`src/sv/rab_pkg.sv`:
```
package rab_pkg;

    localparam int SAMPLE_W   = 12;
    localparam int SAMPLE_MAX = 4095;
    localparam int PCT_W      = 7;
    localparam int PCT_SPAN   = 100;
    localparam int FS_RESET   = 3300;
    localparam int PROD_W     = 19;
    localparam int DIVS_W     = 12;
    localparam int WINDOW_DEF = 10;
    localparam int S_TDATA_W  = 16;
    localparam int M_TDATA_W  = 24;

    typedef enum logic [2:0] {
        ST_IDLE,
        ST_AVG_GO,
        ST_AVG_WAIT,
        ST_MUL,
        ST_PCT_GO,
        ST_PCT_WAIT,
        ST_OUT
    } t_state;

endpackage

```
`src/sv/rolling_average_brightness_top.sv`:
```
// Channel  Direction  Width  Contents
// s        in         16     sample_mv [11:0]
// m        out        24     average_mv [11:0], brightness_pct [18:12]
// cfg      in         12     full_scale_mv [11:0]
//
// One transaction in gives one transaction out; a new sample is accepted only once
// the last result is in the output register. DW = max(sum width, 19): the shared
// serial divider runs twice (mean, then percent) at one quotient bit per cycle. DW
// is 19 for WINDOW up to 128. Reset clears the sample cells, sum, fill count and
// control at once. The output register frees the input side while a result
// waits; the next result is held back until the output is taken.
module rolling_average_brightness_top #(
    parameter int WINDOW = rab_pkg::WINDOW_DEF
) (
    input  logic                           i_clk,
    input  logic                           i_rst_n,
    input  logic                           i_s_tvalid,
    output logic                           o_s_tready,
    input  logic [rab_pkg::S_TDATA_W-1:0]  i_s_tdata,   // sample_mv
    output logic                           o_m_tvalid,
    input  logic                           i_m_tready,
    output logic [rab_pkg::M_TDATA_W-1:0]  o_m_tdata,   // average_mv, brightness_pct
    input  logic                           i_cfg_valid,
    output logic                           o_cfg_ready,
    input  logic [rab_pkg::SAMPLE_W-1:0]   i_cfg_data   // full_scale_mv
);

    localparam int SUM_W = $clog2(WINDOW * rab_pkg::SAMPLE_MAX + 1);
    localparam int CNT_W = $clog2(WINDOW + 1);
    localparam int DW    = (SUM_W > rab_pkg::PROD_W) ? SUM_W : rab_pkg::PROD_W;
    localparam int PAD_W = rab_pkg::M_TDATA_W - rab_pkg::SAMPLE_W - rab_pkg::PCT_W;

    rab_pkg::t_state r_state, n_state;

    logic [rab_pkg::SAMPLE_W-1:0]  w_tap [WINDOW];
    logic [rab_pkg::SAMPLE_W-1:0]  w_sample;
    logic                          w_shift;
    logic [SUM_W-1:0]              r_sum;
    logic [CNT_W-1:0]              r_fill;
    logic [rab_pkg::SAMPLE_W-1:0]  r_fs;
    logic [rab_pkg::SAMPLE_W-1:0]  r_avg;
    logic [rab_pkg::PROD_W-1:0]    r_prod;
    logic                          r_out_valid;
    logic [rab_pkg::M_TDATA_W-1:0] r_out_data;
    logic                          w_out_free;
    logic                          w_div_start;
    logic [DW-1:0]                 w_dividend;
    logic [rab_pkg::DIVS_W-1:0]    w_divisor;
    logic                          w_div_done;
    logic [DW-1:0]                 w_quo;
    logic [rab_pkg::PCT_W-1:0]     w_pct;

    assign w_sample   = i_s_tdata[rab_pkg::SAMPLE_W-1:0];
    assign o_s_tready = (r_state == rab_pkg::ST_IDLE);
    assign w_shift    = i_s_tvalid && o_s_tready;
    assign w_out_free = !r_out_valid || i_m_tready;
    assign o_cfg_ready = 1'b1;

    // sample line: newest in cell 0, oldest leaves the last cell
    genvar g;
    generate
        for (g = 0; g < WINDOW; g++) begin : g_cell
            if (g == 0) begin : g_head
                rab_cell u_cell (
                    .i_clk   (i_clk),
                    .i_rst_n (i_rst_n),
                    .i_shift (w_shift),
                    .i_d     (w_sample),
                    .o_q     (w_tap[g])
                );
            end else begin : g_body
                rab_cell u_cell (
                    .i_clk   (i_clk),
                    .i_rst_n (i_rst_n),
                    .i_shift (w_shift),
                    .i_d     (w_tap[g-1]),
                    .o_q     (w_tap[g])
                );
            end
        end
    endgenerate

    always_ff @(posedge i_clk) begin
        if (!i_rst_n) begin
            r_sum  <= '0;
            r_fill <= '0;
        end else if (w_shift) begin
            r_sum <= r_sum - SUM_W'(w_tap[WINDOW-1]) + SUM_W'(w_sample);
            if (r_fill != CNT_W'(WINDOW)) begin
                r_fill <= r_fill + 1'b1;
            end
        end
    end

    always_ff @(posedge i_clk) begin
        if (!i_rst_n) begin
            r_fs <= rab_pkg::SAMPLE_W'(rab_pkg::FS_RESET);
        end else if (i_cfg_valid) begin
            r_fs <= i_cfg_data;
        end
    end

    rab_div #(
        .DW (DW)
    ) u_div (
        .i_clk      (i_clk),
        .i_rst_n    (i_rst_n),
        .i_start    (w_div_start),
        .i_dividend (w_dividend),
        .i_divisor  (w_divisor),
        .o_done     (w_div_done),
        .o_quotient (w_quo)
    );

    always_comb begin
        n_state = r_state;
        unique case (r_state)
            rab_pkg::ST_IDLE:     if (w_shift) n_state = rab_pkg::ST_AVG_GO;
            rab_pkg::ST_AVG_GO:   n_state = rab_pkg::ST_AVG_WAIT;
            rab_pkg::ST_AVG_WAIT: if (w_div_done) n_state = rab_pkg::ST_MUL;
            rab_pkg::ST_MUL:      n_state = rab_pkg::ST_PCT_GO;
            rab_pkg::ST_PCT_GO:   n_state = rab_pkg::ST_PCT_WAIT;
            rab_pkg::ST_PCT_WAIT: if (w_div_done) n_state = rab_pkg::ST_OUT;
            rab_pkg::ST_OUT:      if (w_out_free) n_state = rab_pkg::ST_IDLE;
            default:              n_state = rab_pkg::ST_IDLE;
        endcase
    end

    always_comb begin
        w_div_start = 1'b0;
        w_dividend  = DW'(r_sum);
        w_divisor   = rab_pkg::DIVS_W'(r_fill);
        unique case (r_state)
            rab_pkg::ST_AVG_GO: begin
                w_div_start = 1'b1;
            end
            rab_pkg::ST_PCT_GO: begin
                w_div_start = 1'b1;
                w_dividend  = DW'(r_prod);
                w_divisor   = r_fs;
            end
            default: begin
            end
        endcase
    end

    always_ff @(posedge i_clk) begin
        if (!i_rst_n) begin
            r_state <= rab_pkg::ST_IDLE;
        end else begin
            r_state <= n_state;
        end
    end

    // zero full scale divides to all ones and so saturates to 0 as well
    assign w_pct = (w_quo >= DW'(rab_pkg::PCT_SPAN)) ? '0
                 : rab_pkg::PCT_W'(rab_pkg::PCT_SPAN) - w_quo[rab_pkg::PCT_W-1:0];

    always_ff @(posedge i_clk) begin
        if (r_state == rab_pkg::ST_AVG_WAIT && w_div_done) begin
            r_avg <= w_quo[rab_pkg::SAMPLE_W-1:0];
        end
        if (r_state == rab_pkg::ST_MUL) begin
            r_prod <= rab_pkg::PROD_W'(r_avg) * rab_pkg::PROD_W'(rab_pkg::PCT_SPAN);
        end
        if (r_state == rab_pkg::ST_OUT && w_out_free) begin
            r_out_data <= {PAD_W'(0), w_pct, r_avg};
        end
    end

    always_ff @(posedge i_clk) begin
        if (!i_rst_n) begin
            r_out_valid <= 1'b0;
        end else if (r_state == rab_pkg::ST_OUT && w_out_free) begin
            r_out_valid <= 1'b1;
        end else if (i_m_tready) begin
            r_out_valid <= 1'b0;
        end
    end

    assign o_m_tvalid = r_out_valid;
    assign o_m_tdata  = r_out_data;

    a_fill_bound: assert property (@(posedge i_clk) disable iff (!i_rst_n)
        r_fill <= CNT_W'(WINDOW))
        else $error("fill count beyond window");

    a_accept_starts: assert property (@(posedge i_clk) disable iff (!i_rst_n)
        w_shift |=> r_state == rab_pkg::ST_AVG_GO)
        else $error("accepted sample did not start the mean");

    a_out_from_fsm: assert property (@(posedge i_clk) disable iff (!i_rst_n)
        $rose(r_out_valid) |-> $past(r_state) == rab_pkg::ST_OUT)
        else $error("result raised outside output state");

    a_pct_range: assert property (@(posedge i_clk) disable iff (!i_rst_n)
        r_out_valid |-> r_out_data[rab_pkg::SAMPLE_W +: rab_pkg::PCT_W]
                        <= rab_pkg::PCT_W'(rab_pkg::PCT_SPAN))
        else $error("brightness percent above span");

endmodule

```
`src/sv/rab_cell.sv`:
```
module rab_cell (
    input  logic                          i_clk,
    input  logic                          i_rst_n,
    input  logic                          i_shift,
    input  logic [rab_pkg::SAMPLE_W-1:0]  i_d,
    output logic [rab_pkg::SAMPLE_W-1:0]  o_q
);

    logic [rab_pkg::SAMPLE_W-1:0] r_q;

    always_ff @(posedge i_clk) begin
        if (!i_rst_n) begin
            r_q <= '0;
        end else if (i_shift) begin
            r_q <= i_d;
        end
    end

    assign o_q = r_q;

endmodule

```
`src/sv/rab_div.sv`:
```
module rab_div #(
    parameter int DW = rab_pkg::PROD_W
) (
    input  logic                        i_clk,
    input  logic                        i_rst_n,
    input  logic                        i_start,
    input  logic [DW-1:0]               i_dividend,
    input  logic [rab_pkg::DIVS_W-1:0]  i_divisor,
    output logic                        o_done,
    output logic [DW-1:0]               o_quotient
);

    localparam int CW = $clog2(DW + 1);

    logic [DW-1:0]               r_quo;
    logic [rab_pkg::DIVS_W-1:0]  r_rem;
    logic [rab_pkg::DIVS_W-1:0]  r_div;
    logic [CW-1:0]               r_cnt;
    logic                        r_done;
    logic [rab_pkg::DIVS_W:0]    w_trial;
    logic [rab_pkg::DIVS_W:0]    w_diff;
    logic                        w_ge;

    assign w_trial = {r_rem, r_quo[DW-1]};
    assign w_ge    = w_trial >= {1'b0, r_div};
    assign w_diff  = w_trial - {1'b0, r_div};

    always_ff @(posedge i_clk) begin
        if (!i_rst_n) begin
            r_cnt  <= '0;
            r_done <= 1'b0;
        end else begin
            r_done <= 1'b0;
            if (i_start) begin
                r_cnt <= CW'(DW);
            end else if (r_cnt != '0) begin
                r_cnt <= r_cnt - 1'b1;
                if (r_cnt == CW'(1)) begin
                    r_done <= 1'b1;
                end
            end
        end
    end

    // restoring division, one quotient bit per cycle
    always_ff @(posedge i_clk) begin
        if (i_start) begin
            r_quo <= i_dividend;
            r_rem <= '0;
            r_div <= i_divisor;
        end else if (r_cnt != '0) begin
            r_quo <= {r_quo[DW-2:0], w_ge};
            r_rem <= w_ge ? w_diff[rab_pkg::DIVS_W-1:0] : w_trial[rab_pkg::DIVS_W-1:0];
        end
    end

    assign o_done     = r_done;
    assign o_quotient = r_quo;

endmodule
```
`config.mk`:
```
export PLATFORM = sky130hd
export DESIGN_NAME = rolling_average_brightness_top
export DESIGN_NICKNAME = d
export VERILOG_FILES = /design/src/sv/rab_pkg.sv /design/src/sv/rolling_average_brightness_top.sv /design/src/sv/rab_cell.sv /design/src/sv/rab_div.sv
export SDC_FILE = /design/constraint.sdc
export NUM_CORES = 1
export LEC_CHECK = 0
export BUFFER_PORTS_ARGS = -buffer_cell sky130_fd_sc_hd__buf_2
export CAP_MARGIN = 10
export CORE_UTILIZATION = 40
export CTS_BUF_LIST = sky130_fd_sc_hd__clkbuf_4
export DETAILED_ROUTE_END_ITERATION = 10
export PLACE_DENSITY = 0.58
export SYNTH_ARGS = -nofsm -noshare
export SYNTH_HDL_FRONTEND = slang
export SYNTH_SLANG_ARGS = --single-unit
```
`constraint.sdc`:
```
create_clock -name i_clk -period 3.3 [get_ports i_clk]
set_input_delay 0.165 -clock i_clk [delete_from_list [all_inputs] [get_ports i_clk]]
set_output_delay 0.165 -clock i_clk [all_outputs]
set_load 0.1 [all_outputs]
```
Word level (Yosys, flattened, before mapping)
Cells that the tools add are included.
{ "totals": {"register_bits": 253, "out_inout_bits": 27, "inputBits": 33} }
{ "op_classes": {"mux": 16, "n_lt_le_gt_ge": 2, "mul": 1, "eq_ne": 12, "bitwise": 2, "add_sub_neg": 6, "reduce_logical": 14} }
{ "op_table": {"columns": ["op", "count"], "rows": [
  ["19-bit 2-to-1 mux", 3],
  ["3-bit case mux with 7 select lines", 1],
  ["19-bit by 7-bit greater-or-equal comparator with 1-bit output, second input constant", 1],
  ["12-bit by 5-bit multiplier with 17-bit output, second input constant", 1],
  ["16-bit by 12-bit adder with 16-bit output", 1],
  ["16-bit by 12-bit subtractor with 16-bit output", 1],
  ["13-bit by 12-bit greater-or-equal comparator with 1-bit output", 1],
  ["12-bit 2-to-1 mux", 1],
  ["3-bit 2-to-1 mux", 4],
  ["12-bit subtractor", 1],
  ["5-bit 2-to-1 mux", 2],
  ["3-bit == test, second input constant", 3],
  ["7-bit subtractor, first input constant", 1],
  ["3-bit by 2-bit == test with 1-bit output, second input constant", 2],
  ["2-bit by 1-bit inequality test with 1-bit output, second input constant", 3],
  ["5-bit by 1-bit == test with 1-bit output, second input constant", 1],
  ["5-bit nonzero test", 1],
  ["5-bit by 1-bit subtractor with 5-bit output, second input constant", 1],
  ["4-bit by 1-bit adder with 4-bit output, second input constant", 1],
  ["1-bit 2-to-1 mux", 4],
  ["4-bit 2-to-1 mux", 1],
  ["4-bit inequality test, second input constant", 1],
  ["4-bit AND reduction", 1],
  ["2-bit nonzero test", 2],
  ["other kinds (10)", 14]
]} }

Depth between registers and ports, before layout
{ "depth": {"word_depth": 4, "ltp_mapped": 13, "depth_no_buf": 13} }

Hierarchy
A second synthesis with hierarchy kept.
{ "hier_totals": {"cells_unflattened": 1180, "hier_area_um2": 12663.4} }
{ "by_module_without_submodules": {"columns": ["mod", "area_per_inst_um2", "instances", "cells_each", "seq_area_each_um2"], "rows": [
  ["rolling_average_brightness_top", 5521.5, 1, 564, 2162.1],
  ["rab_cell", 450.4, 10, 38, 240.2],
  ["rab_div", 2637.5, 1, 236, 1291.2]
]} }

Worst setup path after synthesis
OpenSTA, ideal clock, no wires.
{ "synth_timing": {"kind": "reg2reg", "start": "register r_state[0]", "end": "register r_sum[12]", "synth_period_minus_slack_ns": 3.723, "setup_slack_ns": -0.423, "arrival_ns": 3.601, "required_time_ns": 3.178, "path_stages_with_launch": 7, "cell_sequence": "dfxtp_1 > buf_2 > nor3_1 > nand2_1 > clkbuf_1 > clkbuf_1 > a311o_1"} }
{ "synth_between": {"elab_chain_cells": 2} }
{ "synth_rtl": {"columns": ["element", "line_no", "source"], "rows": [
  ["from (decl)", "rolling_average_brightness_top.sv:33", "rab_pkg::t_state r_state, n_state;"],
  ["from (signal assigned)", "rolling_average_brightness_top.sv:149", "r_state <= rab_pkg::ST_IDLE;"],
  ["from (signal assigned)", "rolling_average_brightness_top.sv:151", "r_state <= n_state;"],
  ["3-bit zero test", "rolling_average_brightness_top.sv:54", "assign o_s_tready = (r_state == rab_pkg::ST_IDLE);"],
  ["via o_s_tready", "rolling_average_brightness_top.sv:18", "output logic o_s_tready,"],
  ["1-bit logical AND", "rolling_average_brightness_top.sv:55", "assign w_shift = i_s_tvalid && o_s_tready;"],
  ["to (signal assigned)", "rolling_average_brightness_top.sv:88", "r_sum <= r_sum - SUM_W'(w_tap[WINDOW-1]) + SUM_W'(w_sample);"],
  ["to (decl)", "rolling_average_brightness_top.sv:38", "logic [SUM_W-1:0] r_sum;"]
]} }
The timed path passes the listed nets, and every way through them passes these cells.
A chain may end at the register's enable or synchronous reset.

Worst setup path after layout
{ "layout_timing": {"start": "register r_avg[3] in the netlist's numbering", "end": "register r_prod[18] in the netlist's numbering (data pin)"} }
{ "layout_between": {"elab_chain_cells": 1} }
{ "layout_rtl": {"columns": ["element", "line_no", "source"], "rows": [
  ["from (decl)", "rolling_average_brightness_top.sv:41", "logic [rab_pkg::SAMPLE_W-1:0] r_avg;"],
  ["from (signal assigned)", "rolling_average_brightness_top.sv:161", "r_avg <= w_quo[rab_pkg::SAMPLE_W-1:0];"],
  ["12-bit by 5-bit multiplier with 17-bit output", "rolling_average_brightness_top.sv:164", "r_prod <= rab_pkg::PROD_W'(r_avg) * rab_pkg::PROD_W'(rab_pkg::PCT_SPAN);"],
  ["to (signal assigned)", "rolling_average_brightness_top.sv:164", null],
  ["to (decl)", "rolling_average_brightness_top.sv:42", "logic [rab_pkg::PROD_W-1:0] r_prod;"]
]} }
Every way passes these cells.

==> results <==
- After clock tree synthesis, the clock-pin slew on the worst setup and hold paths is 0.06 ns.
- The worst setup path is launched from a flop.
- The average cell area after synthesis is 9.030 um2.
- In this run the power spent charging and discharging nets is around 3400 uW.
- The count of flip-flops with a built-in enable after synthesis is 79.
- The cell with the largest stage delay on the worst path is sky130_fd_sc_hd__or4b_1.
- The final critical-path setup slack is -0.07449 ns.
- The worst setup path is captured at a flop.
- In this design, the stage delay of the slowest critical-path cell is 0.51 ns.
- The HPWL reported at the end of detailed placement is about 16000 um.
- The filler cells instantiated in the layout total 2863.
- Of the total power, combinational logic draws 0.299.
- After global routing the overflow that remains totals 0.
- Measured in cells, the most critical reg-to-reg path has a length of 13.
- The register area share after synthesis is 0.4803.
- In the global route stage, met2 resource usage came out at 0.2616.
- The cell-internal power is ~6600 uW.
- For met3 alone, demand over resource in global routing was 0.03424.
- Buffers inserted during clock tree synthesis total 72.
- The number of global-route vias before repair is about 9100.
- TritonCTS built the clock tree.
- The combined area of the multi-input logic cells is 5807 um2.
- The class of the most critical setup path is reg -> reg.
- The launching point of the worst reg2reg path is r_avg[3].
- Setup repair after global routing could not meet its margin everywhere.
- The horizontal die dimension is 176.6 um.
- The flop-to-flop setup slack is -0.07 ns.
- For this configuration, the core starts out at a cell density of 0.4091.
- Max-cap violations in this run came to 0.
- For the pin with the worst max-slew slack, the measured transition is 0.8355 ns.
- Setup total negative slack on the finished layout was measured at -0.07449 ns.
- The sequential cells in the finished layout cover a total of 5856 um2.
- The total wire length after detailed routing is 25510 um.
- The global-route usage over all layers is 0.1686.
- The analysis attributes to cell leakage a power of ~0.0058 uW.
- The met1 capacity usage during global routing is 0.2271.
- The most used flip-flop cell after synthesis is sky130_fd_sc_hd__dfxtp_1.
- The number of logic stages on the critical path including buffering is 13.
- The tightest min-delay check is of the in -> reg type.
- The number of pins exceeding their max-slew limit in the final report came to 0.
- The first detailed-routing pass ran for 4 iterations.
- For the final database, setup skew stands at 0.05605 ns.
- The total standard cell area after synthesis is approximately 12000 um2.
- The final reports fail on setup timing.
- The number of flip-flops and latches in the synthesized netlist is 253.
- The first-pass GRT wire length is 42920 um.
- In the final layout, the share of cells above drive strength 1 is 0.1529.
- The die height is 176.6 um.
- The portion of the clock cycle consumed by the worst path in the final layout is 1.023.
- The post-route DRC violation count is 0.
- After the first detailed-routing iteration, the DRC count stood at 496.
- The launch point of the worst path is r_avg[3].
- After layout, the design draws a total of 9969 uW.
- The number of antenna violations at the first check in global routing is 1.
- The initialized floorplan defines 63 standard-cell rows.
- The number of warnings issued by yosys is 0.
- The largest driver fanout on the critical path is 3.
- After global routing, the most crowded layer is met2.
- In the layout the commonest cells are 311 x sky130_fd_sc_hd__nand2_1, 174 x sky130_fd_sc_hd__dfxtp_1, 167 x sky130_fd_sc_hd__a21oi_1.
- Leaving out fill and tap cells, the most frequent cell in the layout is sky130_fd_sc_hd__nand2_1.
- The clock latency reported for the late side of the worst-skew pair is 0.68 ns.
- The capture instance of the worst register-to-register path is r_prod[18].
- From synthesis to final layout, the design area changed by 18.91%.
- In this run the cell area measured after placement is ~13000 um2.
- The clock network power share is 0.304.
- On the critical path the largest part of the delay comes from adder cells.
- The worst path in the final design needs a cycle of 3.374 ns, including I/O delays and setup.
- The area of the core is 29800 um2.
- The maximum buffer depth of the clock tree is 3.
- The congestion estimate from routability-driven global placement came to 0.8099.
- The number of distinct library cell variants in the gate-level netlist after synthesis is 69.
- For this run, asynchronously set or reset flops after synthesis account for 0.
- The final hold violation count is 0.
- The arrival time at the worst endpoint is roughly 3.8 ns.
- In the final routed layout, each cell accounts on average for 13.22 um.
- The count of final setup violators is 1.
- Including well taps, the total number of placed cells is between 1500 and 2000.
- The number of clock sinks seen by CTS is 253.
- The top achievable clock speed is 296.3 MHz.
- The largest voltage drop on the vdd net is approximately 0.35 mV.
- The worst-case headroom to the max-slew limit is 0.4410.
- Summing all non-filler instances in the final layout gives an area of approximately 14000 um2.
- The synthesized instance count is 1350.
- The via density per instance is between 4 and 5.
- The cell sitting at the root of the clock tree is a sky130_fd_sc_hd__clkbuf_4.
- Together, buffers and inverters on the worst path number 3.
- The run finished, with violations left.
- Power spread over the standard cell area amounts to 687.8 nW/um2.
- At the placement stage, the worst setup path has a slack of -0.07643 ns.
- The critical path required time is ~3.7 ns.
- The floorplan die area is roughly 31000 um2.
- Of the total power, registers draw 0.397.
- The number of vias in the routed layout is 9506.
- Input and output buffers added on the ports amount to 49.
- The net count of the finished layout is approximately 1600.
- Of the total power, the share spent switching nets is 0.3387.
- Walking the worst path, the cells encountered are buf_4 -> ha_1 -> ha_1 -> inv_1 -> fa_1 -> inv_1 -> ha_4 -> a21oi_2 -> o21bai_1 -> a21oi_2 -> o21bai_2 -> or4b_1 -> and3_1.
- The I/O pin total is 60.
- Entering global routing, the biggest net connects 96 pins.
- The detail route stage leaves a number of antenna-violating nets equal to 0.
- Excluding fillers, the count of instances in the completed layout stands at 1929.
- The H-tree was split into 3 levels.
- In this run the worst setup path terminates at r_prod[18].
layout make-up:
type | count | area share
well taps | 390 | 0.03366
repair buffers | 132 | 0.06940
multi-input cells | 928 | 0.4006
diodes | 2 | 0.0003453
inverters | 97 | 0.02529
clock buffers | 108 | 0.05593
clock inverters | 19 | 0.01079
flip-flops and latches | 253 | 0.4040
power groups by stage:
stage               Sequential [uW]  Combinational [uW]  Clock, uW
global route                   4000                3400       3290
global placement               4010                2860          0
floorplan                      3890                2340          0
finish                         3960                2980       3030
CTS                            3960                2970       3140
detailed placement             4020                2890          0
cells in the mapped netlist, types with 4 or more instances:
library cell	instances	area share
sky130_fd_sc_hd__clkbuf_1	47	0.014
sky130_fd_sc_hd__and2_1	13	0.0067
sky130_fd_sc_hd__a211o_1	4	0.0029
sky130_fd_sc_hd__nand4_1	10	0.0051
sky130_fd_sc_hd__nor3_1	12	0.0049
sky130_fd_sc_hd__fa_1	20	0.033
sky130_fd_sc_hd__dfxtp_1	174	0.29
sky130_fd_sc_hd__xnor2_1	20	0.014
sky130_fd_sc_hd__mux2i_1	16	0.013
sky130_fd_sc_hd__nand2_1	312	0.096
sky130_fd_sc_hd__nor2b_1	4	0.0021
sky130_fd_sc_hd__inv_1	95	0.029
sky130_fd_sc_hd__nand2b_1	11	0.0056
sky130_fd_sc_hd__and3_1	5	0.0026
sky130_fd_sc_hd__o21ai_0	32	0.013
sky130_fd_sc_hd__a21o_1	12	0.0074
sky130_fd_sc_hd__a31oi_1	13	0.0067
sky130_fd_sc_hd__nor4_1	4	0.0021
sky130_fd_sc_hd__buf_4	7	0.0043
sky130_fd_sc_hd__nor2_1	67	0.021
sky130_fd_sc_hd__edfxtp_1	79	0.19
sky130_fd_sc_hd__o21bai_1	4	0.0025
sky130_fd_sc_hd__a21oi_1	169	0.069
sky130_fd_sc_hd__o21a_1	7	0.0043
sky130_fd_sc_hd__ha_1	75	0.077
sky130_fd_sc_hd__buf_2	20	0.0082
sky130_fd_sc_hd__a211oi_1	6	0.0037
sky130_fd_sc_hd__nand3_1	12	0.0049
sky130_fd_sc_hd__o21ai_1	13	0.0053
sky130_fd_sc_hd__xor2_1	13	0.0093
sky130_fd_sc_hd__o211ai_1	4	0.0025
worst min path at each step:
stage | start | endpoint | slack [ns] | cells after the start
final | i_s_tdata[10] | g_cell[0].g_head.u_cell.o_q[10] | 0.32 | 4
after global routing | i_s_tdata[10] | g_cell[0].g_head.u_cell.o_q[10] | 0.29 | 4
after CTS | i_s_tdata[10] | g_cell[0].g_head.u_cell.o_q[10] | 0.25 | 4
after detailed placement | i_cfg_data[10] | r_fs[10] | 0.39 | 3
after global placement | i_cfg_data[7] | r_fs[7] | 0.38 | 3
after floorplan | i_cfg_data[10] | r_fs[10] | 0.29 | 2
tightest hold or removal path: cells and delay by family:
kind,cells,cell delay (ns)
AO/OA/AOI/OAI,1,0.05
buffers and inverters,2,0.66
AND/OR/NAND/NOR,1,0.05
sequential cells by signal, indices dropped and copies added (netlist names), 3 cells and up:
register	flops
u_div.r_rem	12
u_div.r_cnt	5
g_cell.g_head.u_cell.o_q	12
r_state	3
o_m_tdata	19
r_avg	12
r_prod	17
r_fill	4
g_cell.g_body.u_cell.o_q	108
u_div.o_quotient	19
r_fs	12
u_div.r_div	12
r_sum	16
per-stage QoR:
stage          utilization  hold WS (ns)
6_report            0.4865        0.3150
5_1_grt             0.4865        0.2859
4_1_cts             0.4825        0.2459
3_5_place_dp        0.4324        0.3858
3_3_place_gp        0.4324        0.3800
2_1_floorplan            -        0.2930
metal layers:
layer  up-vias  wire length [um]  part of all wire
met4         0               649             0.025
met2       169             11500              0.45
li1       4885                 -                 -
met3        54               931             0.036
met1      4398             12420              0.49
met5         -                 0                 0
cells by family (layout without fill, tap and decap cells):
kind of cell | after synthesis | count (layout) | share of synthesized area
other cells | 2 | 8 | 0.0006161
fa+ha+maj | 95 | 95 | 0.1098
buf+inv | 173 | 356 | 0.05748
flops | 253 | 253 | 0.4803
simple gates | 468 | 468 | 0.1630
xor+xnor | 33 | 33 | 0.02371
mux | 19 | 19 | 0.01591
compound gates | 307 | 307 | 0.1491
what timing repair did:
item                                    CTS  global route
hold endpoints to repair                 34             0
setup buffers                             5             4
endpoints found under the setup margin    3             7
hold buffers                             45             0
pin swaps                                 6             8
resized for setup                         3            14
Note: power is estimated with default switching activity, not from simulation.
